<file path="config.mk">
export PLATFORM = sky130hd
export DESIGN_NAME = sip_ram
export DESIGN_NICKNAME = d
export VERILOG_FILES = /design/src/rtl/sip_ram.sv
export SDC_FILE = /design/constraint.sdc
export NUM_CORES = 2
export LEC_CHECK = 0
export BUFFER_PORTS_ARGS = -buffer_cell sky130_fd_sc_hd__buf_2
export CAP_MARGIN = 10
export CORE_UTILIZATION = 63
export DETAILED_ROUTE_END_ITERATION = 12
export HOLD_SLACK_MARGIN = 0.06
export PLACE_DENSITY = 0.78
export SYNTH_ARGS = -nofsm -noshare
export SYNTH_HDL_FRONTEND = slang
export SYNTH_SLANG_ARGS = --single-unit
</file>
<file path="constraint.sdc">
create_clock -name clk -period 3.19 [get_ports clk]
set_input_delay 0.4785 -clock clk [delete_from_list [all_inputs] [get_ports clk]]
set_output_delay 0.4785 -clock clk [all_outputs]
set_load 0.01 [all_outputs]
</file>
<file path="src/rtl/sip_ram.sv">
`timescale 1ns / 1ps

module sip_ram #(
	parameter int DEPTH = 256,
	parameter int WIDTH = 8
) (
	input  logic                     clk,
	input  logic                     re,
	input  logic                     we,
	input  logic [$clog2(DEPTH)-1:0] addr,
	input  logic [WIDTH-1:0]         wdata,
	output logic [WIDTH-1:0]         rdata
);

	logic [WIDTH-1:0] mem [DEPTH];

	// read data holds while no read is issued
	always_ff @(posedge clk) begin
		if (we) begin
			mem[addr] <= wdata;
		end else if (re) begin
			rdata <= mem[addr];
		end
	end

endmodule

</file>
==> results.py <==
metrics = {
    "grt": {
        "grtUsageTotal": 0.3186,
        "grt_pass1_vias": 41340,
        "grt_max_degree": 119,
        "grt_pass1_wl_microns": 285400,
        "overflow": 0,
        "antenna_found_initial": 3,
    },
    "worst_setup_path": {
        "crit_end": "rdata[1]",
        "worst_setup_path_end_kind": "flip-flop",
        "crit_start": "addr[0]",
        "crit_path_start_kind": "input port",
        "crit_type": "in -> reg",
        "worst_r2r_path_depth": 6,
        "timing.rr.start": "mem[175][3]",
        "rrSetupSlack_ns": 0.30,
        "cp.required_ns": 3.71,
        "crit_arrival_ns": 3.43,
        "rr_endpoint": "rdata[3]",
        "worst-path-max-fanout": 27,
    },
    "detailed_routing": {
        "wl_per_cell_microns": 33.33,
        "routed_wirelength_microns": 196500,
        "avgViaCountPerCell": 6.910,
        "route.detailed.drc": 0,
        "dr_total_vias": 40730,
        "drt-initial-drc-count": 6030,
        "postRouteAntennaNets": 0,
        "drtPass1Iterations": 8,
    },
    "clocking": {
        "cts_buffers": 193,
        "cts-root-buf": "clkbuf_16",
        "clk_pin_slew_ns": 0.07,
        "postCtsSetupBuffers": 0,
        "ctsHoldBuffers": 0,
        "insertion_delay_ns": 0.82,
        "htreeDepth": 4,
        "cts_tree": "done",
        "cts_resized": 0,
        "cts_sinks": 2056,
        "cts_buffer_depth": 3,
    },
    "timing": {
        "rsz0062_at_grt": "false",
        "fin_setup_tns_ns": 0,
        "tightest_slew_ns": 0.9655,
        "clock_skew_ns": 0.02547,
        "slew_headroom": 0.3479,
        "period_needed_ns": 2.912,
        "setup_violations": 0,
        "fmax_mhz": 343.4,
        "fin_crit_sh": 0.9129,
        "worst_slack_ns": 0.2779,
        "slew_viol_final": 0,
        "hold_viol": 0,
        "hold_ws_ns": 0.1440,
    },
    "placed_design": {
        "place_hpwl_microns": 116800,
        "dp.cells": 5534,
        "gp_congestion": 0.8980,
        "dp_slack_ns": -0.4505,
        "place_area_sq_mm": 0.08474,
        "port_buffers": 26,
    },
    "hold_path": {
        "hold_class": "in -> reg",
        "hp-start": "wdata[5]",
    },
    "cells_and_area": {
        "seqCellArea_sq_mm": 0.06174,
        "multiInputGateArea_sq_mm": 0.01577,
        "drive_gt1_frac": 0.3238,
        "post-route-util": 0.7341,
        "finalNonFillerCells": 5894,
        "syn2layout_area_growth_pct": 15.53,
        "final_area_sq_mm": 0.09076,
        "nets": 4111,
        "nFillCells": 6529,
    },
    "yosys": {
        "yosysTopAreaCell": "edfxtp_1",
        "ys_ff_latch": 2056,
        "synth.distinct_cells": 20,
        "yosys_warnings": 0,
        "syn_area_sq_mm": 0.07856,
        "synthCells": 3547,
        "yosys.area.top_type_share": 0.7859,
        "seq_area_frac_synth": 0.7859,
        "synth_fp_nets": 3566,
        "syn_area_per_cell_sq_um": 22.15,
        "yosys-top-cells-area": "edfxtp_1, mux4_2, a22oi_1",
    },
    "floorplan": {
        "die_x_microns": 355.1,
        "initial_core_util": 0.6354,
        "io_pins": 27,
        "fp.dieH_microns": 355.1,
        "core-area_sq_mm": 0.1236,
        "num_rows": 129,
        "die-area_sq_mm": 0.1261,
    },
    "pwr": {
        "design_power_total_mw": 54.61,
        "p_leak_nw": 28.84,
        "power.density_mw_per_mm2": 601.7,
        "max-vdd-ir-drop_v": 0.0006356,
    },
    "run": {
        "max-cap-violations": 0,
    },
    "run_status": {
        "status": "finished, final reports clean",
    },
}
layout make-up:
cell class                      count  share of cell area
Antenna cell                        5           0.0001379
Clock buffer                      228             0.05630
Sequential cell                  2056              0.6803
Multi-Input combinational cell   1258              0.1738
Clock inverter                    127            0.009926
Timing Repair Buffer              582             0.05696
Inverter                            1          0.00004136
Tap cell                         1637             0.02257
metal layers:
metal | global-route usage | up-vias | part of all wire
met2 | 0.4989 | 3102 | 0.49
met4 | 0.1350 | 2 | 0.045
met5 | 0 | - | 0.000092
met3 | 0.07605 | 497 | 0.12
met1 | 0.4375 | 20950 | 0.35
li1 | - | 16170 | -
registers in the layout, summed over array words and instances (netlist names):
| register | flops |
|---|---|
| rdata | 8 |
| mem | 2048 |
layout by cell type (no fill, tap or decap):
| cell | netlist | routed |
|---|---|---|
| clkbuf_16 | 0 | 200 |
| a22oi_1 | 256 | 256 |
| inv_8 | 0 | 1 |
| nor2_4 | 0 | 1 |
| nor2_1 | 229 | 228 |
| buf_4 | 20 | 494 |
| clkinv_4 | 0 | 1 |
| and2_4 | 0 | 1 |
| nand2b_2 | 0 | 2 |
| buf_2 | 36 | 16 |
| clkinv_1 | 0 | 53 |
| diode_2 | 0 | 5 |
| clkinv_8 | 0 | 1 |
| o41ai_2 | 0 | 1 |
| or2_2 | 2 | 2 |
| and2_1 | 3 | 2 |
| a21oi_1 | 128 | 128 |
| nor3_1 | 33 | 33 |
| clkinvlp_4 | 0 | 8 |
| clkbuf_8 | 0 | 8 |
| clkbuf_1 | 138 | 28 |
| o41ai_1 | 32 | 31 |
| bufinv_16 | 0 | 11 |
| edfxtp_1 | 2056 | 2056 |
| inv_6 | 0 | 4 |
| nand3_1 | 12 | 12 |
| nor2b_1 | 8 | 6 |
| clkinv_2 | 0 | 48 |
| buf_12 | 0 | 62 |
| mux4_2 | 512 | 512 |
| nor2b_4 | 0 | 2 |
| nand2b_1 | 6 | 4 |
| buf_8 | 0 | 2 |
| nand4_1 | 8 | 8 |
| inv_1 | 1 | 1 |
| nand2_1 | 29 | 29 |
Yosys cell counts:
cell type,count
buf_6,12
nor2b_1,8
edfxtp_1,2056
inv_1,1
nand4_1,8
nand3_1,12
and2_1,3
nor3_1,33
nand2b_1,6
clkbuf_1,138
a21oi_1,128
o41ai_1,32
nand2_1,29
nor2_1,229
or2_2,2
a22oi_1,256
buf_2,36
buf_4,20
buf_1,26
mux4_2,512
report_power, final:
group          internal [mW]  switching (mW)
sequential              29.8          0.0309
combinational           1.06            1.69
clock                   12.3            9.76
total                   43.1            11.5
worst min-delay path by stage:
stage             endpoint  slack, ns  cells after the start
3_5_place_dp   mem[196][5]       0.97                      1
4_1_cts        mem[215][5]       0.12                      1
2_1_floorplan    mem[0][0]       0.58                      0
3_3_place_gp   mem[216][5]       0.96                      1
6_report       mem[215][5]       0.14                      1
5_1_grt        mem[216][5]       0.14                      1
critical path: stages:
cell     delay, ns
buf_8         0.38
buf_12        0.29
mux4_2        0.55
a22oi_1       0.33
a21oi_1       0.26
o41ai_1       0.94
nand4_1       0.15
cells by family after synthesis:
family,share of synthesized area
mux,0.1468
compound gates,0.03619
flops,0.7859
simple gates,0.01734
buf+inv,0.01381
Power figures use the tool's default switching activity.
