==> src/rtl/sip_pkg.sv <==
`timescale 1ns / 1ps

package sip_pkg;

	localparam int POOL_BYTES   = 65536;
	localparam int MAX_NAME_LEN = 63;

	localparam int POOL_AW = $clog2(POOL_BYTES);
	localparam int FILL_W  = POOL_AW + 1;
	localparam int STG_AW  = $clog2(MAX_NAME_LEN);
	localparam int LEN_W   = $clog2(MAX_NAME_LEN + 1);
	localparam int OFF_W   = 16;
	localparam int CALC_W  = 17;

	localparam logic [OFF_W-1:0] NONE_OFFSET = 16'hFFFF;

	localparam logic [1:0] OP_PUSH  = 2'd0;
	localparam logic [1:0] OP_READ  = 2'd1;
	localparam logic [1:0] OP_CLEAR = 2'd2;

	localparam logic [1:0] ST_FOUND    = 2'd0;
	localparam logic [1:0] ST_ADDED    = 2'd1;
	localparam logic [1:0] ST_FULL     = 2'd2;
	localparam logic [1:0] ST_TOO_LONG = 2'd3;

	typedef struct packed {
		logic               re;
		logic               we;
		logic [POOL_AW-1:0] addr;
		logic [7:0]         wdata;
	} pool_req_t;

	typedef struct packed {
		logic              re;
		logic              we;
		logic [STG_AW-1:0] addr;
		logic [7:0]        wdata;
	} stg_req_t;

	typedef struct packed {
		logic [OFF_W-1:0] offset;
		logic [1:0]       status;
		logic [7:0]       read_char;
		logic             char_valid;
		logic             last;
	} result_t;

endpackage

==> src/rtl/sip_ctrl.sv <==
`timescale 1ns / 1ps

module sip_ctrl (
	input  logic                 clk,
	input  logic                 arst_n,
	input  logic                 in_valid,
	output logic                 in_ready,
	input  logic [1:0]           operation,
	input  logic [7:0]           character,
	input  logic                 end_of_name,
	input  logic [15:0]          read_offset,
	output sip_pkg::pool_req_t   pool_req,
	input  logic [7:0]           pool_rdata,
	output sip_pkg::stg_req_t    stg_req,
	input  logic [7:0]           stg_rdata,
	input  logic                 can_emit,
	output logic                 emit,
	output sip_pkg::result_t     res
);

	localparam logic [2:0] S_IDLE     = 3'd0;
	localparam logic [2:0] S_SCAN_RD  = 3'd1;
	localparam logic [2:0] S_SCAN_CMP = 3'd2;
	localparam logic [2:0] S_APP_RD   = 3'd3;
	localparam logic [2:0] S_APP_WR   = 3'd4;
	localparam logic [2:0] S_RESULT   = 3'd5;
	localparam logic [2:0] S_RD_CHK   = 3'd6;
	localparam logic [2:0] S_RD_LAST  = 3'd7;

	logic [2:0]                     state_q, state_d;
	logic [sip_pkg::FILL_W-1:0]     fill_q, fill_d;
	logic [sip_pkg::LEN_W-1:0]      len_q, len_d;
	logic                           ovf_q, ovf_d;
	logic [sip_pkg::FILL_W-1:0]     ptr_q, ptr_d;
	logic [sip_pkg::LEN_W-1:0]      k_q, k_d;
	logic                           match_q, match_d;
	logic [sip_pkg::POOL_AW-1:0]    entry_q, entry_d;
	logic [sip_pkg::OFF_W-1:0]      res_off_q, res_off_d;
	logic [1:0]                     res_st_q, res_st_d;
	logic                           res_clr_q, res_clr_d;
	logic [sip_pkg::LEN_W-1:0]      n_q, n_d;
	logic [7:0]                     pend_q, pend_d;
	logic                           pend_vld_q, pend_vld_d;

	logic                           accept;
	logic                           ovf_next;
	logic [sip_pkg::FILL_W-1:0]     ptr_inc;
	logic [sip_pkg::LEN_W-1:0]      n_inc;
	logic [sip_pkg::CALC_W-1:0]     need_end;
	logic                           no_room;
	logic                           read_empty;

	assign in_ready   = (state_q == S_IDLE);
	assign accept     = in_valid && in_ready;
	assign ovf_next   = ovf_q || ((character != 8'd0) &&
		(len_q == sip_pkg::LEN_W'(sip_pkg::MAX_NAME_LEN)));
	assign ptr_inc    = ptr_q + sip_pkg::FILL_W'(1);
	assign n_inc      = n_q + sip_pkg::LEN_W'(1);
	assign need_end   = sip_pkg::CALC_W'(fill_q) + sip_pkg::CALC_W'(len_q)
		+ sip_pkg::CALC_W'(1);
	assign no_room    = (sip_pkg::CALC_W'(fill_q) >= sip_pkg::CALC_W'(sip_pkg::NONE_OFFSET))
		|| (need_end > sip_pkg::CALC_W'(sip_pkg::POOL_BYTES));
	assign read_empty = (read_offset == sip_pkg::NONE_OFFSET) || (fill_q == '0)
		|| (sip_pkg::CALC_W'(read_offset) >= sip_pkg::CALC_W'(fill_q));

	always_comb begin
		state_d    = state_q;
		fill_d     = fill_q;
		len_d      = len_q;
		ovf_d      = ovf_q;
		ptr_d      = ptr_q;
		k_d        = k_q;
		match_d    = match_q;
		entry_d    = entry_q;
		res_off_d  = res_off_q;
		res_st_d   = res_st_q;
		res_clr_d  = res_clr_q;
		n_d        = n_q;
		pend_d     = pend_q;
		pend_vld_d = pend_vld_q;

		pool_req       = '0;
		stg_req        = '0;
		emit           = 1'b0;
		res            = '0;
		res.last       = 1'b1;

		unique case (state_q)
			S_IDLE: begin
				if (accept) begin
					case (operation)
						sip_pkg::OP_PUSH: begin
							if (character != 8'd0) begin
								if (len_q < sip_pkg::LEN_W'(sip_pkg::MAX_NAME_LEN)) begin
									stg_req.we    = 1'b1;
									stg_req.addr  = len_q[sip_pkg::STG_AW-1:0];
									stg_req.wdata = character;
									len_d         = len_q + sip_pkg::LEN_W'(1);
								end else begin
									ovf_d = 1'b1;
								end
							end
							if (end_of_name) begin
								if (ovf_next) begin
									res_off_d = sip_pkg::NONE_OFFSET;
									res_st_d  = sip_pkg::ST_TOO_LONG;
									res_clr_d = 1'b1;
									state_d   = S_RESULT;
								end else begin
									ptr_d   = '0;
									k_d     = '0;
									match_d = 1'b1;
									entry_d = '0;
									state_d = S_SCAN_RD;
								end
							end
						end
						sip_pkg::OP_READ: begin
							if (read_empty) begin
								res_off_d = '0;
								res_st_d  = sip_pkg::ST_FOUND;
								res_clr_d = 1'b0;
								state_d   = S_RESULT;
							end else begin
								pool_req.re   = 1'b1;
								pool_req.addr = read_offset[sip_pkg::POOL_AW-1:0];
								ptr_d         = sip_pkg::FILL_W'(read_offset);
								n_d           = '0;
								pend_vld_d    = 1'b0;
								state_d       = S_RD_CHK;
							end
						end
						sip_pkg::OP_CLEAR: begin
							fill_d = '0;
							len_d  = '0;
							ovf_d  = 1'b0;
						end
						default: begin
						end
					endcase
				end
			end

			S_SCAN_RD: begin
				if (ptr_q == fill_q) begin
					// no stored match: append if it fits
					if (no_room) begin
						res_off_d = sip_pkg::NONE_OFFSET;
						res_st_d  = sip_pkg::ST_FULL;
						res_clr_d = 1'b1;
						state_d   = S_RESULT;
					end else begin
						k_d     = '0;
						state_d = S_APP_RD;
					end
				end else begin
					pool_req.re   = 1'b1;
					pool_req.addr = ptr_q[sip_pkg::POOL_AW-1:0];
					stg_req.re    = (k_q < len_q);
					stg_req.addr  = k_q[sip_pkg::STG_AW-1:0];
					state_d       = S_SCAN_CMP;
				end
			end

			S_SCAN_CMP: begin
				if (pool_rdata == 8'd0) begin
					if (match_q && (k_q == len_q)) begin
						res_off_d = sip_pkg::OFF_W'(entry_q);
						res_st_d  = sip_pkg::ST_FOUND;
						res_clr_d = 1'b1;
						state_d   = S_RESULT;
					end else begin
						entry_d = ptr_inc[sip_pkg::POOL_AW-1:0];
						k_d     = '0;
						match_d = 1'b1;
						ptr_d   = ptr_inc;
						state_d = S_SCAN_RD;
					end
				end else begin
					if ((k_q >= len_q) || (pool_rdata != stg_rdata)) begin
						match_d = 1'b0;
					end
					k_d     = k_q + sip_pkg::LEN_W'(1);
					ptr_d   = ptr_inc;
					state_d = S_SCAN_RD;
				end
			end

			S_APP_RD: begin
				if (k_q == len_q) begin
					// terminating nul closes the new entry
					pool_req.we    = 1'b1;
					pool_req.addr  = sip_pkg::POOL_AW'(fill_q + sip_pkg::FILL_W'(len_q));
					pool_req.wdata = 8'd0;
					fill_d         = need_end[sip_pkg::FILL_W-1:0];
					res_off_d      = sip_pkg::OFF_W'(fill_q);
					res_st_d       = sip_pkg::ST_ADDED;
					res_clr_d      = 1'b1;
					state_d        = S_RESULT;
				end else begin
					stg_req.re   = 1'b1;
					stg_req.addr = k_q[sip_pkg::STG_AW-1:0];
					state_d      = S_APP_WR;
				end
			end

			S_APP_WR: begin
				pool_req.we    = 1'b1;
				pool_req.addr  = sip_pkg::POOL_AW'(fill_q + sip_pkg::FILL_W'(k_q));
				pool_req.wdata = stg_rdata;
				k_d            = k_q + sip_pkg::LEN_W'(1);
				state_d        = S_APP_RD;
			end

			S_RESULT: begin
				if (can_emit) begin
					emit       = 1'b1;
					res.offset = res_off_q;
					res.status = res_st_q;
					if (res_clr_q) begin
						len_d = '0;
						ovf_d = 1'b0;
					end
					state_d = S_IDLE;
				end
			end

			S_RD_CHK: begin
				if (pool_rdata == 8'd0) begin
					if (can_emit) begin
						emit           = 1'b1;
						res.read_char  = pend_vld_q ? pend_q : 8'd0;
						res.char_valid = pend_vld_q;
						state_d        = S_IDLE;
					end
				end else if (!pend_vld_q || can_emit) begin
					// previous character is known not to be the final one
					if (pend_vld_q) begin
						emit           = 1'b1;
						res.read_char  = pend_q;
						res.char_valid = 1'b1;
						res.last       = 1'b0;
					end
					pend_d     = pool_rdata;
					pend_vld_d = 1'b1;
					n_d        = n_inc;
					ptr_d      = ptr_inc;
					if ((ptr_inc == fill_q) ||
						(n_inc == sip_pkg::LEN_W'(sip_pkg::MAX_NAME_LEN))) begin
						state_d = S_RD_LAST;
					end else begin
						pool_req.re   = 1'b1;
						pool_req.addr = ptr_inc[sip_pkg::POOL_AW-1:0];
						state_d       = S_RD_CHK;
					end
				end
			end

			S_RD_LAST: begin
				if (can_emit) begin
					emit           = 1'b1;
					res.read_char  = pend_q;
					res.char_valid = 1'b1;
					state_d        = S_IDLE;
				end
			end

			default: begin
				state_d = S_IDLE;
			end
		endcase
	end

	always_ff @(posedge clk or negedge arst_n) begin
		if (!arst_n) begin
			state_q    <= S_IDLE;
			fill_q     <= '0;
			len_q      <= '0;
			ovf_q      <= 1'b0;
			pend_vld_q <= 1'b0;
		end else begin
			state_q    <= state_d;
			fill_q     <= fill_d;
			len_q      <= len_d;
			ovf_q      <= ovf_d;
			pend_vld_q <= pend_vld_d;
		end
	end

	always_ff @(posedge clk) begin
		ptr_q     <= ptr_d;
		k_q       <= k_d;
		match_q   <= match_d;
		entry_q   <= entry_d;
		res_off_q <= res_off_d;
		res_st_q  <= res_st_d;
		res_clr_q <= res_clr_d;
		n_q       <= n_d;
		pend_q    <= pend_d;
	end

endmodule

==> config.mk <==
export PLATFORM = sky130hd
export DESIGN_NAME = sip_ctrl
export DESIGN_NICKNAME = d
export VERILOG_FILES = /design/src/rtl/sip_pkg.sv /design/src/rtl/sip_ctrl.sv
export SDC_FILE = /design/constraint.sdc
export NUM_CORES = 1
export LEC_CHECK = 0
export ABC_AREA = 1
export BUFFER_PORTS_ARGS = -buffer_cell sky130_fd_sc_hd__buf_2
export CORE_MARGIN = 2
export CORE_UTILIZATION = 40
export DETAILED_ROUTE_END_ITERATION = 10
export PLACE_DENSITY = 0.64
export SLEW_MARGIN = 10
export SYNTH_ARGS = -nofsm -noshare
export SYNTH_HDL_FRONTEND = slang
export SYNTH_SLANG_ARGS = --single-unit
==> constraint.sdc <==
create_clock -name clk -period 4.56 [get_ports clk]
set_input_delay 1.368 -clock clk [delete_from_list [all_inputs] [get_ports clk]]
set_output_delay 1.368 -clock clk [all_outputs]
set_load 0.05 [all_outputs]
==> results.txt <==
* Max Transition Viols Final: 0
- Counting I/O delays and the setup requirement, the final critical path takes 4.947 ns.
- In this run the power density over the cells is 739.8 mW/mm2.
- Count of buffers from port buffering: 118
- The via count of the first global-routing pass is 8900.
- Root buffer cell: sky130_fd_sc_hd__clkbuf_16
- Mapped Nets: 1374
* Via Count: 9616
- In the routed design, unresolved DRC markers number 0.
- Leak pwr: 5.334 nW
* Antenna viol nets, final: 0
- In this run the cell area measured after placement is 0.01053 mm2.
- Diode count: 0
- Number of setup violations in the final report: 36
* Most frequent cells in the layout: 277 x sky130_fd_sc_hd__nand2_1, 179 x sky130_fd_sc_hd__nor2_1, 171 x sky130_fd_sc_hd__inv_1
- Horizontal die dimension: 153.0 um
- Setup repair after global routing could not meet its margin everywhere.
* Number of H-tree levels: 3
* Initial DRT Pass Iterations: 5
- Excluding fillers, the count of instances in the completed layout stands at 1766.
- The synthesized design contains 101 register bits.
* Count of endpoints failing hold in the final timing report: 0
* Violated checks: negative setup slack
* Congestion Overflow GR: 0
* Critical Path Most Common Cell: sky130_fd_sc_hd__nand2_2
- The region available for standard cell placement spans 0.02182 mm2.
- Number of maximum-capacitance violations: 0
- Entering global routing, the biggest net connects 33 pins.
- The die covers 0.02342 mm2.
- CP startpoint kind: input port
- For this run, the leading register cell type out of synthesis is sky130_fd_sc_hd__edfxtp_1.
- Die Y: 153.0 um
* Longest individual stage delay on the worst path: 0.24 ns
- Crit path buf inv count: 7
* Critical path arrival: 3.58 ns
* Synthesized netlist cell count: 1283
* Post-route cell area: 0.01138 mm2
* Violation count after the first detailed-route iteration: 1071
* Global routing usage summed across all routing layers: 26.15%
* CTS max path bufs: 2
* Relative area change from synthesis to final layout: 28.12%
* Total detailed-routing wirelength: 31800 um
* Clock transition at the registers of the reported paths: 0.07 ns
* Post-DR vias/cell: 5.445
- Critical path, cell by cell: buf_6 -> ha_4 -> nand2_2 -> inv_2 -> nor2_2 -> o21ai_2 -> a221oi_2 -> buf_4 -> nand4_1 -> nor2_2 -> nand2_2 -> nor2_4 -> buf_12 -> buf_12 -> nand2_2 -> nand3b_1 -> inv_2 -> a21oi_4 -> buf_6
- TritonCTS built the clock tree.
* Kind of cell adding the most delay to the critical path: simple AND/OR/NAND/NOR gates
* CTS sink cnt: 101
* Setup slack after layout: -0.3865 ns
- Largest driver fanout on the critical path: 7
- Clock latency on the worst-skew pair: 0.37 ns
* Fin crit share: 108.5%
- Final HPWL DP: 24690 um
- In the final design database the tool counted 1572 nets.
* Worst clock skew: 0.01972 ns
* Number of antenna violations at the first check in global routing: 0
- STA classifies the critical path endpoint as an output port.
- First-pass GRT wire length: 48400 um
* Count of distinct cell types in the synthesized netlist: 52
- Synth Warn #: 0
* Category of the most critical setup path: in2out
* Async set-or-reset flop fraction in the synthesized netlist: 27.72%
* Commonest non-fill, non-tap cell in the layout: sky130_fd_sc_hd__nand2_1
* Number of synthesized flops with an enable pin: 73
* IO Pins: 119
- The post-route netlist has 23.69% of its cells at a drive strength greater than 1.
- Mean area per synthesized cell: 6.926 um2
- Sequential cells were found to cover 32.55% of the synthesized design area.
- Area of the mapped netlist: 0.008886 mm2
* Cell with the largest stage delay on the worst path: sky130_fd_sc_hd__a221oi_2
- Once the floorplan was initialized, standard cells occupied 40.72% of the core.
- Least-Margin Pin Slew: 0.9584 ns
- In this run, CTS created clock tree buffers numbering 9.
- Counting tap cells, the placed design contains a total of 1726 instances.
- Peak VDD IR: 0.0003328 V
- The worst pin sits at a relative slew slack of 35.87%.
- Total number of placement rows: 54
- The run finished, with violations left.
- In the final routed layout, each cell accounts on average for 18.01 um.
* Weighted congestion reported at the end of routability-driven placement: 0.9678
* Class of the most critical hold timing path: reg2reg
- Data on the critical path is required at its endpoint by 3.19 ns.
- For this run, the top clock speed supported by timing is 0.2022 GHz.
-- where the power goes --
| group | switching (mW) | internal (mW) |
|---|---|---|
| clock | 0.398 | 0.434 |
| combinational | 3.75 | 1.92 |
| sequential | 0.361 | 1.56 |
-- flip-flops by register name, indices dropped and copies added, names as in the netlist --
register	cells
res_clr_q	1
n_q	6
res_st_q	2
ptr_q	17
match_q	1
entry_q	16
k_q	6
res_off_q	16
pend_vld_q	1
pend_q	8
state_q	3
ovf_q	1
len_q	6
fill_q	17
-- path summary, 6_finish.rpt --
check | start | endpoint | slack [ns] | cells after the start
max in group asynchronous | arst_n | state_q[0] | 2.99 | 1
max reg2reg | fill_q[2] | res_st_q[1] | 0.14 | 27
min in group asynchronous | arst_n | fill_q[13] | 1.04 | 1
min reg2reg | ovf_q | ovf_q | 0.51 | 2
max | read_offset[10] | pool_req[21] | -0.39 | 19
min | ovf_q | ovf_q | 0.51 | 2
-- layout make-up --
class | count | area [um2]
Multi-Input combinational cell | 943 | 5436
Clock buffer | 9 | 225.2
Clock inverter | 7 | 80.08
Fill cell | 2103 | 10440
Timing Repair Buffer | 225 | 1642
Inverter | 201 | 758.2
Sequential cell | 101 | 2893
Tap cell | 280 | 350.3
-- kinds of logic after synthesis --
family / Yosys count / share of synthesized area, %
buffers and inverters: 239 / 10.77
and+or+nand+nor: 677 / 34.02
DFF: 101 / 32.55
AOI/OAI and AO/OA: 172 / 11.36
adders and majority gates: 44 / 6.364
xor gates and xnor gates: 50 / 4.928
-- worst register-to-register path, delay by kind of cell (launching register included) --
| family | cells | cell delay [ns] |
|---|---|---|
| AOI/OAI and AO/OA | 4 | 0.55 |
| adders and majority gates | 1 | 0.29 |
| DFF | 1 | 0.49 |
| buffers and inverters | 17 | 2.35 |
| and+or+nand+nor | 5 | 0.51 |
-- layer usage --
metal,global-route usage (%),vias up,part of all wire [%]
li1,-,4651,-
met1,35.71,4435,43
met2,41.88,458,46
met3,4.536,72,8.0
met4,9.127,0,3.0
met5,0,-,0
-- cell usage after synthesis, types with 11 or more instances --
master                       n  area [um2]
sky130_fd_sc_hd__nand2_1   290        1089
sky130_fd_sc_hd__nand3_1    91       455.4
sky130_fd_sc_hd__o211ai_1   19       142.6
sky130_fd_sc_hd__nor4_1     13       81.33
sky130_fd_sc_hd__xor2_1     39       341.6
sky130_fd_sc_hd__edfxtp_1   73        2192
sky130_fd_sc_hd__o22ai_1    31       193.9
sky130_fd_sc_hd__o21ai_0    45       225.2
sky130_fd_sc_hd__a21oi_1    50       250.2
sky130_fd_sc_hd__nor2_1    182       683.2
sky130_fd_sc_hd__inv_1     189       709.4
sky130_fd_sc_hd__nor3_1     18       90.09
sky130_fd_sc_hd__ha_1       42       525.5
sky130_fd_sc_hd__nand4_1    40       250.2
sky130_fd_sc_hd__xnor2_1    11       96.34
sky130_fd_sc_hd__dfrtp_1    28       700.7
sky130_fd_sc_hd__nor2_2     11       68.82
sky130_fd_sc_hd__clkbuf_1   24       90.09
-- metrics by stage --
step | worst slack (ns) | setup TNS, ns | hold WS, ns | util (%) | total power, mW
floorplan | -0.1972 | -1.927 | 0.4537 | - | 5.386
global placement | -0.4974 | -7.238 | 0.4681 | 48.23 | 6.960
detailed placement | -0.5805 | -8.509 | 0.4878 | 48.23 | 7.032
CTS | -0.3387 | -11.28 | 0.5069 | 51.28 | 8.059
global route | -0.5489 | -17.47 | 0.5554 | 52.17 | 8.972
finish | -0.3865 | -11.15 | 0.5079 | 52.17 | 8.423
-- timing repair --
item	CTS	global route
setup buffers	20	4
endpoints found under the setup margin	17	46
hold buffers	0	0
pin swaps	15	12
cloned	1	3
resized for setup	48	37
Power figures use the tool's default switching activity.
