### src/rtl/sip_pkg.sv
`timescale 1ns / 1ps

package sip_pkg;

	localparam int POOL_BYTES   = 65536;
	localparam int MAX_NAME_LEN = 63;

	localparam int POOL_AW = $clog2(POOL_BYTES);
	localparam int FILL_W  = POOL_AW + 1;
	localparam int STG_AW  = $clog2(MAX_NAME_LEN);
	localparam int LEN_W   = $clog2(MAX_NAME_LEN + 1);
	localparam int OFF_W   = 16;
	localparam int CALC_W  = 17;

	localparam logic [OFF_W-1:0] NONE_OFFSET = 16'hFFFF;

	localparam logic [1:0] OP_PUSH  = 2'd0;
	localparam logic [1:0] OP_READ  = 2'd1;
	localparam logic [1:0] OP_CLEAR = 2'd2;

	localparam logic [1:0] ST_FOUND    = 2'd0;
	localparam logic [1:0] ST_ADDED    = 2'd1;
	localparam logic [1:0] ST_FULL     = 2'd2;
	localparam logic [1:0] ST_TOO_LONG = 2'd3;

	typedef struct packed {
		logic               re;
		logic               we;
		logic [POOL_AW-1:0] addr;
		logic [7:0]         wdata;
	} pool_req_t;

	typedef struct packed {
		logic              re;
		logic              we;
		logic [STG_AW-1:0] addr;
		logic [7:0]        wdata;
	} stg_req_t;

	typedef struct packed {
		logic [OFF_W-1:0] offset;
		logic [1:0]       status;
		logic [7:0]       read_char;
		logic             char_valid;
		logic             last;
	} result_t;

endpackage

### src/rtl/sip_outreg.sv
`timescale 1ns / 1ps

module sip_outreg (
	input  logic             clk,
	input  logic             arst_n,
	input  logic             load,
	input  sip_pkg::result_t res,
	output logic             can_load,
	output logic             out_valid,
	input  logic             out_ready,
	output sip_pkg::result_t res_q
);

	assign can_load = !out_valid || out_ready;

	always_ff @(posedge clk or negedge arst_n) begin
		if (!arst_n) begin
			out_valid <= 1'b0;
		end else if (can_load) begin
			out_valid <= load;
		end
	end

	always_ff @(posedge clk) begin
		if (load && can_load) begin
			res_q <= res;
		end
	end

endmodule

### config.mk
export PLATFORM = sky130hd
export DESIGN_NAME = sip_outreg
export DESIGN_NICKNAME = d
export VERILOG_FILES = /design/src/rtl/sip_pkg.sv /design/src/rtl/sip_outreg.sv
export SDC_FILE = /design/constraint.sdc
export NUM_CORES = 1
export LEC_CHECK = 0
export BUFFER_PORTS_ARGS = -buffer_cell sky130_fd_sc_hd__buf_2
export CAP_MARGIN = 20
export CORE_MARGIN = 2
export CORE_UTILIZATION = 39
export CTS_CLUSTER_SIZE = 25
export DETAILED_ROUTE_END_ITERATION = 16
export PLACE_DENSITY = 0.82
export SLEW_MARGIN = 20
export SYNTH_ARGS = -nofsm -noshare
export SYNTH_HDL_FRONTEND = slang
export SYNTH_SLANG_ARGS = --single-unit
### constraint.sdc
create_clock -name clk -period 1.5 [get_ports clk]
set_input_delay 0.15 -clock clk [delete_from_list [all_inputs] [get_ports clk]]
set_output_delay 0.15 -clock clk [all_outputs]
set_load 0.01 [all_outputs]
==> results of run 1 <==
-- path summary, 6_finish.rpt --
| kind | to | cells after the start |
|---|---|---|
| min reg2reg | out_valid | 2 |
| max reg2reg | res_q[12] | 2 |
| max | res_q[12] | 2 |
| min | res_q[13] | 1 |
| min in group asynchronous | out_valid | 2 |
| max in group asynchronous | out_valid | 2 |
-- cell families (layout without fill, tap and decap cells) --
group	Yosys count	in the layout	share of synthesized area
flops	29	29	0.968
buf+inv	0	94	0
simple gates	3	3	0.0322
-- flip-flops by register name (all words and copies together) (netlist names) --
| signal | flops |
|---|---|
| out_valid | 1 |
| res_q | 28 |
-- per-layer routing --
layer,vias up,track usage,wire (um)
met1,287,0.170,681
li1,313,-,-
met4,0,0.0526,48
met3,9,0.0862,294
met2,51,0.222,1070
met5,-,0,0
-- placed cells by master, fill, tap and decap left out --
cell type / n
sky130_fd_sc_hd__dlygate4sd3_1: 25
sky130_fd_sc_hd__nand2b_1: 1
sky130_fd_sc_hd__dfrtp_1: 1
sky130_fd_sc_hd__edfxtp_1: 28
sky130_fd_sc_hd__nand2b_4: 1
sky130_fd_sc_hd__and2_4: 1
sky130_fd_sc_hd__buf_2: 61
sky130_fd_sc_hd__clkinv_1: 2
sky130_fd_sc_hd__clkbuf_4: 5
sky130_fd_sc_hd__clkinv_2: 1
-- stage by stage --
stage	instances	power (uW)	hold WS [ns]	utilization	setup WS [ns]
CTS	140	1530	0.000705	0.637	0.288
finish	154	1550	0.0150	0.701	0.286
floorplan	32	1020	-0.146	-	0.324
global placement	121	1100	-0.0739	0.564	0.337
detailed placement	121	1100	-0.0728	0.564	0.299
global route	154	1630	-0.00998	0.701	0.219
-- area by class of cell --
class,instances,area share
clock inverter,3,0.00815
tap,28,0.0228
multi-input combinational,3,0.0187
clock buffer,5,0.0244
timing repair buffer,86,0.362
sequential,29,0.564
-- power breakdown --
group          switching (uW)  internal (uW)  total, uW
clock                     247            169        416
sequential               12.2            941        953
combinational            80.0            104        184
==> results.md, run 1 <==
- Timing would allow up to just over 800 MHz.
- The number of I/O port buffers is a little over 60.
- Across the VDD grid, the largest voltage drop is ~0.72 mV.
- The ratio of final minimum period to clock period is 0.809.
- In the final layout, the share of cells above drive strength 1 is 0.548.
- Across every metal layer, demand over resource in global routing totals 0.146.
- The number of placed I/O pins is 62.
- The residual overflow from global routing is 0.
- For this run, the register share of the synthesized area comes to 0.968.
- The slowest stage of the critical path belongs to the cell sky130_fd_sc_hd__dfrtp_1.
- The instance area after placement is about 0.0012 mm^2.
- The buffer depth of the longest clock path is 2.
- The number of antenna cells inserted is 0.
- For the pin with the worst max-slew slack, the measured transition is 0.348 ns.
- STA puts the critical path data required time at 1.47 ns.
- The congestion estimate from routability-driven global placement came to roughly 0.68.
- After the last flow step, the layout net total stands at 157.
- The slack of the worst reg-to-reg path is 0.29 ns.
- The routed wire length is 2.09 mm.
- The run finished with clean final reports.
- The total CTS buffers is 5.
- The post-DP HPWL is 1.16 mm.
- The number of vias after detailed routing is 660.
- The count of nets left with antenna violations once routing finished came out at 0.
- The worst register-to-register path begins at out_valid.
- The number of remaining DRC errors is 0.
- The critical path in this run is classified as flip-flop to flip-flop.
- The number of failing hold endpoints at the final stage is 0.
- The initial antenna violation count is 0.
- Summed over all instances, the cell type with the most area after synthesis is sky130_fd_sc_hd__edfxtp_1.
- The floorplan step defined a core boundary enclosing 0.00219 mm^2.
- The number of warnings reported in the yosys synthesis log is 0.
- Setup violations remaining at the end of the flow were counted as 0.
- Walking the worst path, the cells encountered are nand2b_4 > and2_4.
- The critical hold path startpoint is res[13].
- Along the worst path, the maximum fanout reaches 28.
- The mean post-synth cell area is 28.0 um^2.
- TritonCTS built the clock tree.
- The number of synthesized flops with an enable pin is 28.
- For this run, the detailed router's first-pass iteration total came to 4.
- The clock period minus final worst setup slack is 1.21 ns.
- CTS built an H-tree with a depth of 2.
- STA classifies the critical path endpoint as a flip-flop.
- The leakage power total is 0.000667 uW.
- The top cell family by delay on the critical path is simple AND/OR/NAND/NOR gates.
- The critical path startpoint category is a flip-flop.
- The total clock sinks is 29.
- The top-area cell type share of the netlist area is 0.940.
- In this run the worst setup path begins at out_valid.
- By area the synthesized netlist is led by sky130_fd_sc_hd__edfxtp_1 (94%), sky130_fd_sc_hd__dfrtp_1 (2.8%), sky130_fd_sc_hd__nand2b_4 (1.5%).
- Of all flip-flops after synthesis, the portion carrying an async set or reset was 0.0345.
- Headroom to the max-slew limit came out at 0.768.
- The via count of the first global-routing pass is 597.
- In this run the cell area of the synthesized design comes to approximately 890 um^2.
- By count the netlist is led by sky130_fd_sc_hd__edfxtp_1 (28), sky130_fd_sc_hd__and2_4 (1), sky130_fd_sc_hd__dfrtp_1 (1), sky130_fd_sc_hd__nand2b_1 (1), sky130_fd_sc_hd__nand2b_4 (1).
- The initial cell density of the core is 0.408.
- The netlist uses 5 different library cells.
- The later pin in the worst-skew pair is clocked with a latency of 0.31 ns.
- The routed via count divided by cell count is 4.29.
- The top flip-flop cell by instance count after synthesis is sky130_fd_sc_hd__edfxtp_1.
- The worst clock skew on the final layout is 0.00782 ns.
- The die is roughly 52 um wide.
- The buffers plus inverters on the worst setup path is 0.
- The tree is rooted in a sky130_fd_sc_hd__clkbuf_4.
- The number of setup buffers added after CTS is 0.
- Across the run, the number of max-cap violations was 0.
- Among all cell types in the netlist, the one instantiated most often is sky130_fd_sc_hd__edfxtp_1.
- The max-slew violation count is 0.
- The first-pass GRT wire length is 2.61 mm.
- The quantity of hold-fixing buffers added after cts is 11.
- The detailed router finished its first iteration with 11 violations.
- After detailed routing, the average wire length per cell comes to 13.6 um.
- The aggregate negative setup slack is 0 ns.
- The filler cell count is roughly 150.
- The flip-flop and latch area is 866 um^2.
- Setup repair after global routing left no endpoint under its margin.
- The highest cell delay on the worst timing path is 0.41 ns.
- From bottom edge to top edge, the die measures 51.9 um.
- The pin count of the biggest net entering global routing is 29.
- The floorplan die area is 0.00269 mm^2.
- The count of standard-cell rows is 17.
- The number of instances resized during post-cts repair is 0.
- After technology mapping, the gate count stands at 32.
- The area used by multi-input combinational logic is 28.8 um^2.
- The area overhead of the layout relative to synthesis is 71.6%.
- In this run the power density over the cells is 1010 mW/mm^2.
- After clock tree synthesis, the clock-pin slew on the worst setup and hold paths is 0.09 ns.
- When the netlist entered floorplanning its net count stood at 64.
- The arrival time at the worst endpoint is 1.19 ns.
- The final cell area excluding filler cells is between 0.0015 and 0.002 mm^2.
- The class of the tightest hold or removal check is input port to flip-flop.
- The register bit total from synthesis is 29.
Note: power is estimated with default switching activity, not from simulation.
==> run 2, diff against run 1 <==
==> constraint.sdc (replaced) <==
create_clock -name clk -period 1.16 [get_ports clk]
set_input_delay 0.116 -clock clk [delete_from_list [all_inputs] [get_ports clk]]
set_output_delay 0.116 -clock clk [all_outputs]
set_load 0.01 [all_outputs]
==> results.md, run 2 (synthesized netlist as in run 1, its figures left out) <==
- The fraction of power consumed by combinational cells was 0.133 (was 0.118).
- The total CTS buffers is 5 (unchanged).
- Worst-path cell chain: nand2b_4 > and2_4 > buf_12 (was nand2b_4 > and2_4).
- The TritonCTS clock tree is yes (unchanged).
- The switching share of total power is 0.195 (was 0.218).
- The initial antenna violation count came to 0 (unchanged).
- The total of endpoints with negative setup slack in the final report is 0 (unchanged).
- The number of maximum-capacitance constraint violations was 0 (unchanged).
- The first-pass GRT wire length is 3.25 mm (was 2.61 mm).
- The worst IR drop on VDD is 1.30 mV (was 0.723 mV).
- The number of I/O port buffers was 61 (unchanged).
- Largest regs: res_q x28, out_valid x1 (unchanged).
- The class of the tightest hold or removal check is input port to flip-flop (unchanged).
- The required time reported for the critical path endpoint was 1.17 ns (was 1.47 ns).
- The post-detailed-route wirelength per cell is 13.0 um (was 13.6 um).
- The critical path class is flip-flop to flip-flop (unchanged).
- The arrival time at the worst endpoint is 1.14 ns (was 1.19 ns).
- The clock period minus final worst setup slack is 1.13 ns (was 1.21 ns).
- The transition time of the tightest slew-check pin is 0.135 ns (was 0.348 ns).
- The ratio of final minimum period to clock period is 0.976 (was 0.809).
- The DRC marker count from the first detailed-route iteration is 12 (was 11).
- The clock group share of total power is 0.278 (was 0.268).
- The share of the core filled with cells was 0.748 (was 0.701).
- The buffer depth of the longest clock path is 2 (unchanged).
- Status: finished, final reports clean (unchanged).
- The maximum net fanout on the critical path is 15 (was 28).
- The leading cell type in the layout, fill and taps excluded was sky130_fd_sc_hd__buf_2 (unchanged).
- The height of the die is 51.9 um (unchanged).
- The number of failing hold endpoints at the final stage came to 0 (unchanged).
- The leakage power total is 0.000714 uW (was 0.000667 uW).
- The detailed-routing iteration count for the pre-antenna-repair pass is 2 (was 4).
- The count of nets left with antenna violations after detail routing is 0 (unchanged).
- The number of vias after detailed routing is 679 (was 660).
- The initial cell density of the core came to 0.408 (unchanged).
- The worst clock skew on the final layout was 0.00698 ns (was 0.00782 ns).
- The pin count of the biggest net entering global routing is 16 (was 29).
- The largest register by flop count is res_q (unchanged).
- The routed via count divided by cell count is 4.19 (was 4.29).
- The placer congestion estimate was 0.660 (was 0.678).
- The cell with the biggest individual delay on the critical path is sky130_fd_sc_hd__dfrtp_1 (unchanged).
- The internal power was 1680 uW (was 1210 uW).
- The sequential share of power came to 0.589 (was 0.614).
- The global routing usage summed across all routing layers came to 0.175 (was 0.146).
- The total power divided by cell area was 1270 mW/mm^2 (was 1010 mW/mm^2).
- The floorplan die area came to 0.00269 mm^2 (unchanged).
- The overall die width came to 51.9 um (unchanged).
- The kind of capture point of the worst setup path was a flip-flop (unchanged).
- The clock tree root buffer cell is sky130_fd_sc_hd__clkbuf_4 (unchanged).
- The buffers plus inverters on the worst setup path came to 1 (was 0).
- The layout cell share with drive strength beyond 1 is 0.545 (was 0.548).
- The power spent charging and discharging nets is 408 uW (was 339 uW).
- The core region area is 0.00219 mm^2 (unchanged).
- The count of standard-cell rows is 17 (unchanged).
- The clock latency on the worst-skew pair is 0.29 ns (was 0.31 ns).
- The final layout net count was 165 (was 157).
- The clock transition at the registers of the reported paths is 0.08 ns (was 0.09 ns).
- The maximum clock frequency is 884 MHz (was 824 MHz).
- The post-DP HPWL is 1.22 mm (was 1.16 mm).
- The top cell family by delay on the critical path is flip-flops (was simple AND/OR/NAND/NOR gates).
- Most frequent cells in the layout: sky130_fd_sc_hd__buf_2 (61), sky130_fd_sc_hd__dlygate4sd3_1 (29), sky130_fd_sc_hd__edfxtp_1 (28), sky130_fd_sc_hd__clkbuf_4 (5) (was sky130_fd_sc_hd__buf_2 (61), sky130_fd_sc_hd__edfxtp_1 (28), sky130_fd_sc_hd__dlygate4sd3_1 (25), sky130_fd_sc_hd__clkbuf_4 (5), sky130_fd_sc_hd__clkinv_1 (2)).
- The area overhead of the layout relative to synthesis is 83.2% (was 71.6%).
- The flip-flop count of the largest register after layout is 28 (unchanged).
- The worst hold margin is 0.0550 ns (was 0.0150 ns).
- The headroom to the max-slew limit came to 0.910 (was 0.768).
- The number of remaining DRC errors is 0 (unchanged).
- The total clock sinks is 29 (unchanged).
- The residual overflow from global routing is 0 (unchanged).
- The number of placed I/O pins is 62 (unchanged).
- The via count of the first global-routing pass is 733 (was 597).
- The number of antenna cells inserted is 0 (unchanged).
- The number of levels in the clock H-tree is 2 (unchanged).
- The max-slew violation count is 0 (unchanged).
- The critical path startpoint category was a flip-flop (unchanged).
- The routed wire length came to 2.11 mm (was 2.09 mm).
- The highest cell delay on the worst timing path was 0.42 ns (was 0.41 ns).
run 2: cell count changes in the layout (fill, tap and decap cells not counted), sizes merged:
cell and delta:
buf +4, clkbuf +3, clkinv -3, dlygate4sd3 +4
run 2: metal layers:
metal	GRT usage	wire length, um	vias to the layer above
li1	-	-	329
met3	0.0920	269	2
met5	0	0	-
met2	0.308	1060	46
met1	0.182	766	302
met4	0.0395	12	0
run 2: worst reg2reg max path, cell delays in order, from the launching register on:
cell and delay, ns:
sky130_fd_sc_hd__dfrtp_1 0.42, sky130_fd_sc_hd__nand2b_4 0.09, sky130_fd_sc_hd__and2_4 0.18, sky130_fd_sc_hd__buf_12 0.15
run 2: what timing repair did:
item,CTS,global route
endpoints found under the setup margin,0,6
setup buffers,0,1
hold buffers,29,0
endpoints found under the hold margin,29,0
gates resized for setup,0,0
run 2: worst paths after layout:
path	from	endpoint	slack, ns	cells past startpoint
setup / recovery	out_valid	res_q[19]	0.03	3
hold / removal	load	out_valid	0.05	2
setup reg to reg	out_valid	res_q[19]	0.03	3
hold reg to reg	out_valid	out_valid	0.58	2
max in group asynchronous	arst_n	out_valid	0.97	2
min in group asynchronous	arst_n	out_valid	0.11	2
run 2: final cells by class:
class | instances | area (um^2)
fill | 129 | 552
sequential | 29 | 866
multi-input combinational | 3 | 28.8
timing repair buffer | 94 | 651
clock buffer | 8 | 58.8
tap | 28 | 35.0
run 2: power by group through the flow:
stage | clock, uW | combinational [uW] | sequential (uW)
finish | 580 | 278 | 1230
global route | 639 | 301 | 1240
CTS | 604 | 270 | 1230
detailed placement | 0 | 196 | 1250
global placement | 0 | 191 | 1250
floorplan | 0 | 28.5 | 1290
run 2: metrics by stage:
stage	setup WS [ns]	std cells	total power (uW)	cell area [um^2]	setup TNS [ns]
floorplan	-0.0125	32	1320	895	-0.351
global placement	0.0886	124	1440	1280	0
detailed placement	0.0651	124	1450	1280	0
CTS	0.0443	161	2100	1630	0
global route	-0.00884	162	2180	1640	-0.0895
finish	0.0283	162	2090	1640	0
==> run 3, diff against run 2 <==
--- a/config.mk
+++ b/config.mk
@@ -5,7 +5,7 @@
 export SDC_FILE = /design/constraint.sdc
 export NUM_CORES = 1
 export LEC_CHECK = 0
-export BUFFER_PORTS_ARGS = -buffer_cell sky130_fd_sc_hd__buf_2
+export BUFFER_PORTS_ARGS = -buffer_cell sky130_fd_sc_hd__clkbuf_2
 export CAP_MARGIN = 20
 export CORE_MARGIN = 2
 export CORE_UTILIZATION = 39
==> constraint.sdc (replaced) <==
create_clock -name clk -period 1.16 [get_ports clk]
set_input_delay 0.116 -clock clk [delete_from_list [all_inputs] [get_ports clk]]
set_output_delay 0.116 -clock clk [all_outputs]
set_load 0.1 [all_outputs]
==> results.md, run 3 <==
- The count of standard-cell rows is 17 (unchanged).
- The total CTS buffers is 5 (unchanged).
- The total clock sinks is 29 (unchanged).
- The async set-or-reset flop fraction in the synthesized netlist is 0.0345 (unchanged).
- Top cells by area, synth: sky130_fd_sc_hd__edfxtp_1 (94%), sky130_fd_sc_hd__dfrtp_1 (2.8%), sky130_fd_sc_hd__nand2b_4 (1.5%) (unchanged).
- The top-area cell type share of the netlist area is 0.940 (unchanged).
- The initial cell density of the core came to 0.408 (unchanged).
- The net count after synthesis is 64 (unchanged).
- The register area share after synthesis is 0.968 (unchanged).
- The number of synthesized flops with an enable pin is 28 (unchanged).
- The number of warnings reported in the yosys synthesis log came to 0 (unchanged).
- The number of setup buffers added after CTS is 2 (was 0).
- The basic-gate share of the synthesized area counting and, or, nand and nor cells was 0.0322 (unchanged).
- The tool reported: "[ERROR DPL-0038] Utilization greater than 100%, impossible to legalize".
- The xor and xnor fraction of the mapped netlist area came to 0 (unchanged).
- The adder-cell area share of the yosys netlist is 0 (unchanged).
- The height of the die came to 51.9 um (unchanged).
- The number of instances resized during post-cts repair is 4 (was 0).
- The number of instances in the synthesized netlist is 32 (unchanged).
- The portion of netlist area occupied by mux cells is 0 (unchanged).
- The mean post-synth cell area is 28.0 um^2 (unchanged).
- The quantity of hold-fixing buffers added after cts was 29 (unchanged).
- Status: did not finish (was finished, final reports clean).
- The clock tree root buffer cell is sky130_fd_sc_hd__clkbuf_4 (unchanged).
- The overall die width is 51.9 um (unchanged).
- The top cell type by total area after synthesis is sky130_fd_sc_hd__edfxtp_1 (unchanged).
- The complex-gate fraction of the synthesized area came to 0 (unchanged).
- The buffer depth of the longest clock path is 2 (unchanged).
- Progress stopped at clock tree synthesis.
- The top flip-flop cell by instance count after synthesis is sky130_fd_sc_hd__edfxtp_1 (unchanged).
- The number of placed I/O pins is 62 (unchanged).
- The number of I/O port buffers was 61 (unchanged).
- The minimum setup slack after placement is -0.00752 ns (was 0.0651 ns).
- The dominant combinational cell family by area after synthesis was simple AND/OR/NAND/NOR gates (unchanged).
- The register bit total from synthesis is 29 (unchanged).
- The count of different cell masters after synthesis is 5 (unchanged).
- The placer congestion estimate is 0.703 (was 0.660).
- The cell area after synthesis is 895 um^2 (unchanged).
- The number of levels in the clock H-tree is 2 (unchanged).
- The library cell with the highest instance count after synthesis is sky130_fd_sc_hd__edfxtp_1 (unchanged).
- Top cell types by occurrence after synthesis: sky130_fd_sc_hd__edfxtp_1 (28), sky130_fd_sc_hd__and2_4 (1), sky130_fd_sc_hd__dfrtp_1 (1), sky130_fd_sc_hd__nand2b_1 (1), sky130_fd_sc_hd__nand2b_4 (1) (unchanged).
run 3: stage by stage:
step / instance area [um^2] / instances / hold WS [ns] / util
3_5_place_dp: 1750 / 126 / -0.104 / 0.800
3_3_place_gp: 1750 / 126 / -0.109 / 0.800
2_1_floorplan: 898 / 32 / -0.180 / -
run 3: kinds of logic after synthesis:
logic type	Yosys count
flops	29
simple gates	3
==> run 4, diff against run 3 <==
--- a/config.mk
+++ b/config.mk
@@ -7,11 +7,10 @@
 export LEC_CHECK = 0
 export BUFFER_PORTS_ARGS = -buffer_cell sky130_fd_sc_hd__clkbuf_2
 export CAP_MARGIN = 20
-export CORE_MARGIN = 2
-export CORE_UTILIZATION = 39
-export CTS_CLUSTER_SIZE = 25
+export CORE_AREA = 2 2 63 65
 export DETAILED_ROUTE_END_ITERATION = 16
-export PLACE_DENSITY = 0.82
+export DIE_AREA = 0 0 65 67
+export PLACE_DENSITY_LB_ADDON = 0.15
 export SLEW_MARGIN = 20
 export SYNTH_ARGS = -nofsm -noshare
 export SYNTH_HDL_FRONTEND = slang
==> results.md, run 4 (synthesized netlist as in run 1, its figures left out) <==
- Status: finished with violations (was did not finish).
- The final reports fail on setup timing.
- The total power divided by cell area is roughly 1600 mW/mm^2.
- The path class of the tightest hold or removal check is input port to flip-flop.
- The global routing usage summed across all routing layers is 0.103.
- The reg-to-reg critical path startpoint is out_valid.
- The pin count of the biggest net entering global routing is 12.
- The routed wire length is 2.07 mm.
- The number of I/O port buffers is 61 (unchanged).
- The logic depth of the worst path, buffers included is 3.
- The total clock sinks is 29 (unchanged).
- The initial cell density of the core came to 0.248 (was 0.408).
- The routed via count divided by cell count is 3.75.
- The ratio of final minimum period to clock period is 1.05.
- The via count of the first global-routing pass is between 600 and 700.
- The largest register by flop count is res_q.
- The total area inside the core boundary comes to 0.00361 mm^2.
- The buffer depth of the longest clock path came to 2 (unchanged).
- The maximum clock frequency is 822 MHz.
- The final layout net count is 142.
- The number of levels in the clock H-tree is 2 (unchanged).
- The buffers plus inverters on the worst setup path is 2.
- The first global-routing pass estimated 3.13 mm of wire.
- The critical path ends at can_load.
- The worst pin sits at a relative slew slack of 0.911.
- The max-slew violation count is 0.
- The register with the most flip-flops in the layout has 28 of them.
- The top cell family by delay on the critical path is flip-flops.
- The number of placed I/O pins is 62 (unchanged).
- The worst-case IR drop observed on VDD is 0.784 mV.
- The leading cell type in the layout, fill and taps excluded is sky130_fd_sc_hd__buf_12.
- The overall die width is 65 um (was 51.9 um).
- The total CTS buffers is 5 (unchanged).
- The arrival time at the worst endpoint is 1.10 ns.
- Setup repair after global routing could not meet its margin everywhere.
- The signal on the critical path passes through nand2b_4 > buf_6 > buf_12.
- The number of antenna cells inserted is 0.
- The number of failing hold endpoints at the final stage was 0.
- From synthesis to final layout, the design area changed by 118%.
- The height of the die came to 67 um (was 51.9 um).
- The highest cell delay on the worst timing path is 0.49 ns.
- The slack of the worst reg-to-reg path is -0.05 ns.
- The required time reported for the critical path endpoint is about 1.0 ns.
- Summed over all layers, the global routing overflow is 0.
- The worst setup path is captured at an output pin.
- The clock transition at the registers of the reported paths is roughly 0.06 ns.
- For the final database, setup skew stands at 0.00548 ns.
- The largest registers in the layout are res_q x28, out_valid x1.
- The worst setup slack after layout is -0.0571 ns.
- The detail route stage leaves a number of antenna-violating nets equal to 0.
- The origin of the worst setup path is out_valid.
- The library cells used most frequently in the layout, excluding fill and tap cells, are sky130_fd_sc_hd__buf_12 (32), sky130_fd_sc_hd__clkbuf_2 (31), sky130_fd_sc_hd__edfxtp_1 (28), sky130_fd_sc_hd__clkbuf_8 (5), sky130_fd_sc_hd__buf_6 (3).
- Clock latency on the worst-skew pair, taken at its later pin, is approximately 0.27 ns.
- The setup path with the least slack is of type flip-flop to output pin.
- The number of vias after detailed routing is just under 600.
- The placer congestion estimate was 0.611 (was 0.703).
- The first detailed-routing pass ran for 3 iterations.
- Counting instances, the worst hold path has a depth of 1.
- The maximum net fanout on the critical path is 2.
- For the pin with the worst max-slew slack, the measured transition is 0.133 ns.
- The die covers 0.00436 mm^2.
- The initial antenna violation count is 0.
- Adding up every negative setup slack in the final design gives -1.19 ns.
- The count of standard-cell rows is 22 (was 17).
- Setup violations remaining at the end of the flow were counted as 30.
- The worst register-to-register path ends at res_q[7].
- Overall power consumption after layout is estimated at 3030 uW.
- Among all stages on the critical path, the largest delay is contributed by sky130_fd_sc_hd__dfrtp_4.
- The DRC marker count from the first detailed-route iteration is 8.
- The number of maximum-capacitance constraint violations is 0.
- After detailed routing, the number of remaining DRC violations is 0.
- The routed design could run at a clock period as short as 1.22 ns.
- The TritonCTS clock tree is yes.
- The wire-length estimate of the detail-placed layout is approximately 1.7 mm.
- The post-detailed-route wirelength per cell is ~13 um.
- The depth of the most critical reg-to-reg path is 3.
- The clock tree root buffer cell is sky130_fd_sc_hd__clkbuf_8 (was sky130_fd_sc_hd__clkbuf_4).
- The worst setup path is launched from a flip-flop.
- The leakage power total is between 0.0008 and 0.0009 uW.
- Of the cells placed in the final design, the portion with a size suffix greater than 1 is 0.703.
-- run 4: worst reg2reg max path, delay by kind of cell, from the launching register on --
kind                   cells  cell delay, ns
DFF                        1            0.49
and+or+nand+nor            2            0.29
buffers and inverters      1            0.15
-- run 4: worst min path at each step --
stage	startpoint	to	slack, ns
after global routing	res[8]	res_q[8]	0.002
after CTS	res[4]	res_q[4]	0.004
after floorplan	arst_n	out_valid	-0.18
final	res[13]	res_q[13]	0.02
after detailed placement	arst_n	out_valid	-0.11
after global placement	arst_n	out_valid	-0.11
-- run 4: repair_timing --
| action | CTS | global route |
|---|---|---|
| endpoints found under the setup margin | 28 | 30 |
| endpoints found under the hold margin | 1 | 1 |
| gates cloned | 0 | 1 |
| buffers inserted | 2 | 0 |
| hold buffers | 1 | 1 |
| resized for setup | 2 | 1 |
-- run 4: layout make-up --
cell class	count	area, um^2
timing repair buffer	71	890
sequential	29	870
multi-input combinational	3	28.8
clock buffer	6	72.6
clock inverter	2	33.8
tap	48	60.1
fill	283	1650
-- run 4: power by group --
group          internal, uW  switching [uW]  leakage [uW]  total (uW)
logic                   302             490      0.000493         793
clock network           632             339     0.0000528         971
registers              1220            44.5      0.000277        1270
total                  2160             873      0.000823        3030
-- run 4: metal layers --
metal / GRT usage / wire length, um
met5: 0 / 0
met4: 0.0479 / 34
met3: 0.0524 / 224
met2: 0.174 / 1070
met1: 0.107 / 743
-- run 4: per-stage QoR --
step | cell area [um^2] | utilization | worst slack (ns) | std cells | hold slack (ns)
3_3_place_gp | 1780 | 0.493 | 0.000831 | 146 | -0.108
4_1_cts | 1920 | 0.531 | -0.0666 | 157 | 0.00372
6_report | 1950 | 0.542 | -0.0571 | 159 | 0.0154
5_1_grt | 1950 | 0.542 | -0.0880 | 159 | 0.00155
3_5_place_dp | 1780 | 0.493 | -0.00939 | 146 | -0.105
2_1_floorplan | 898 | - | -0.493 | 32 | -0.180
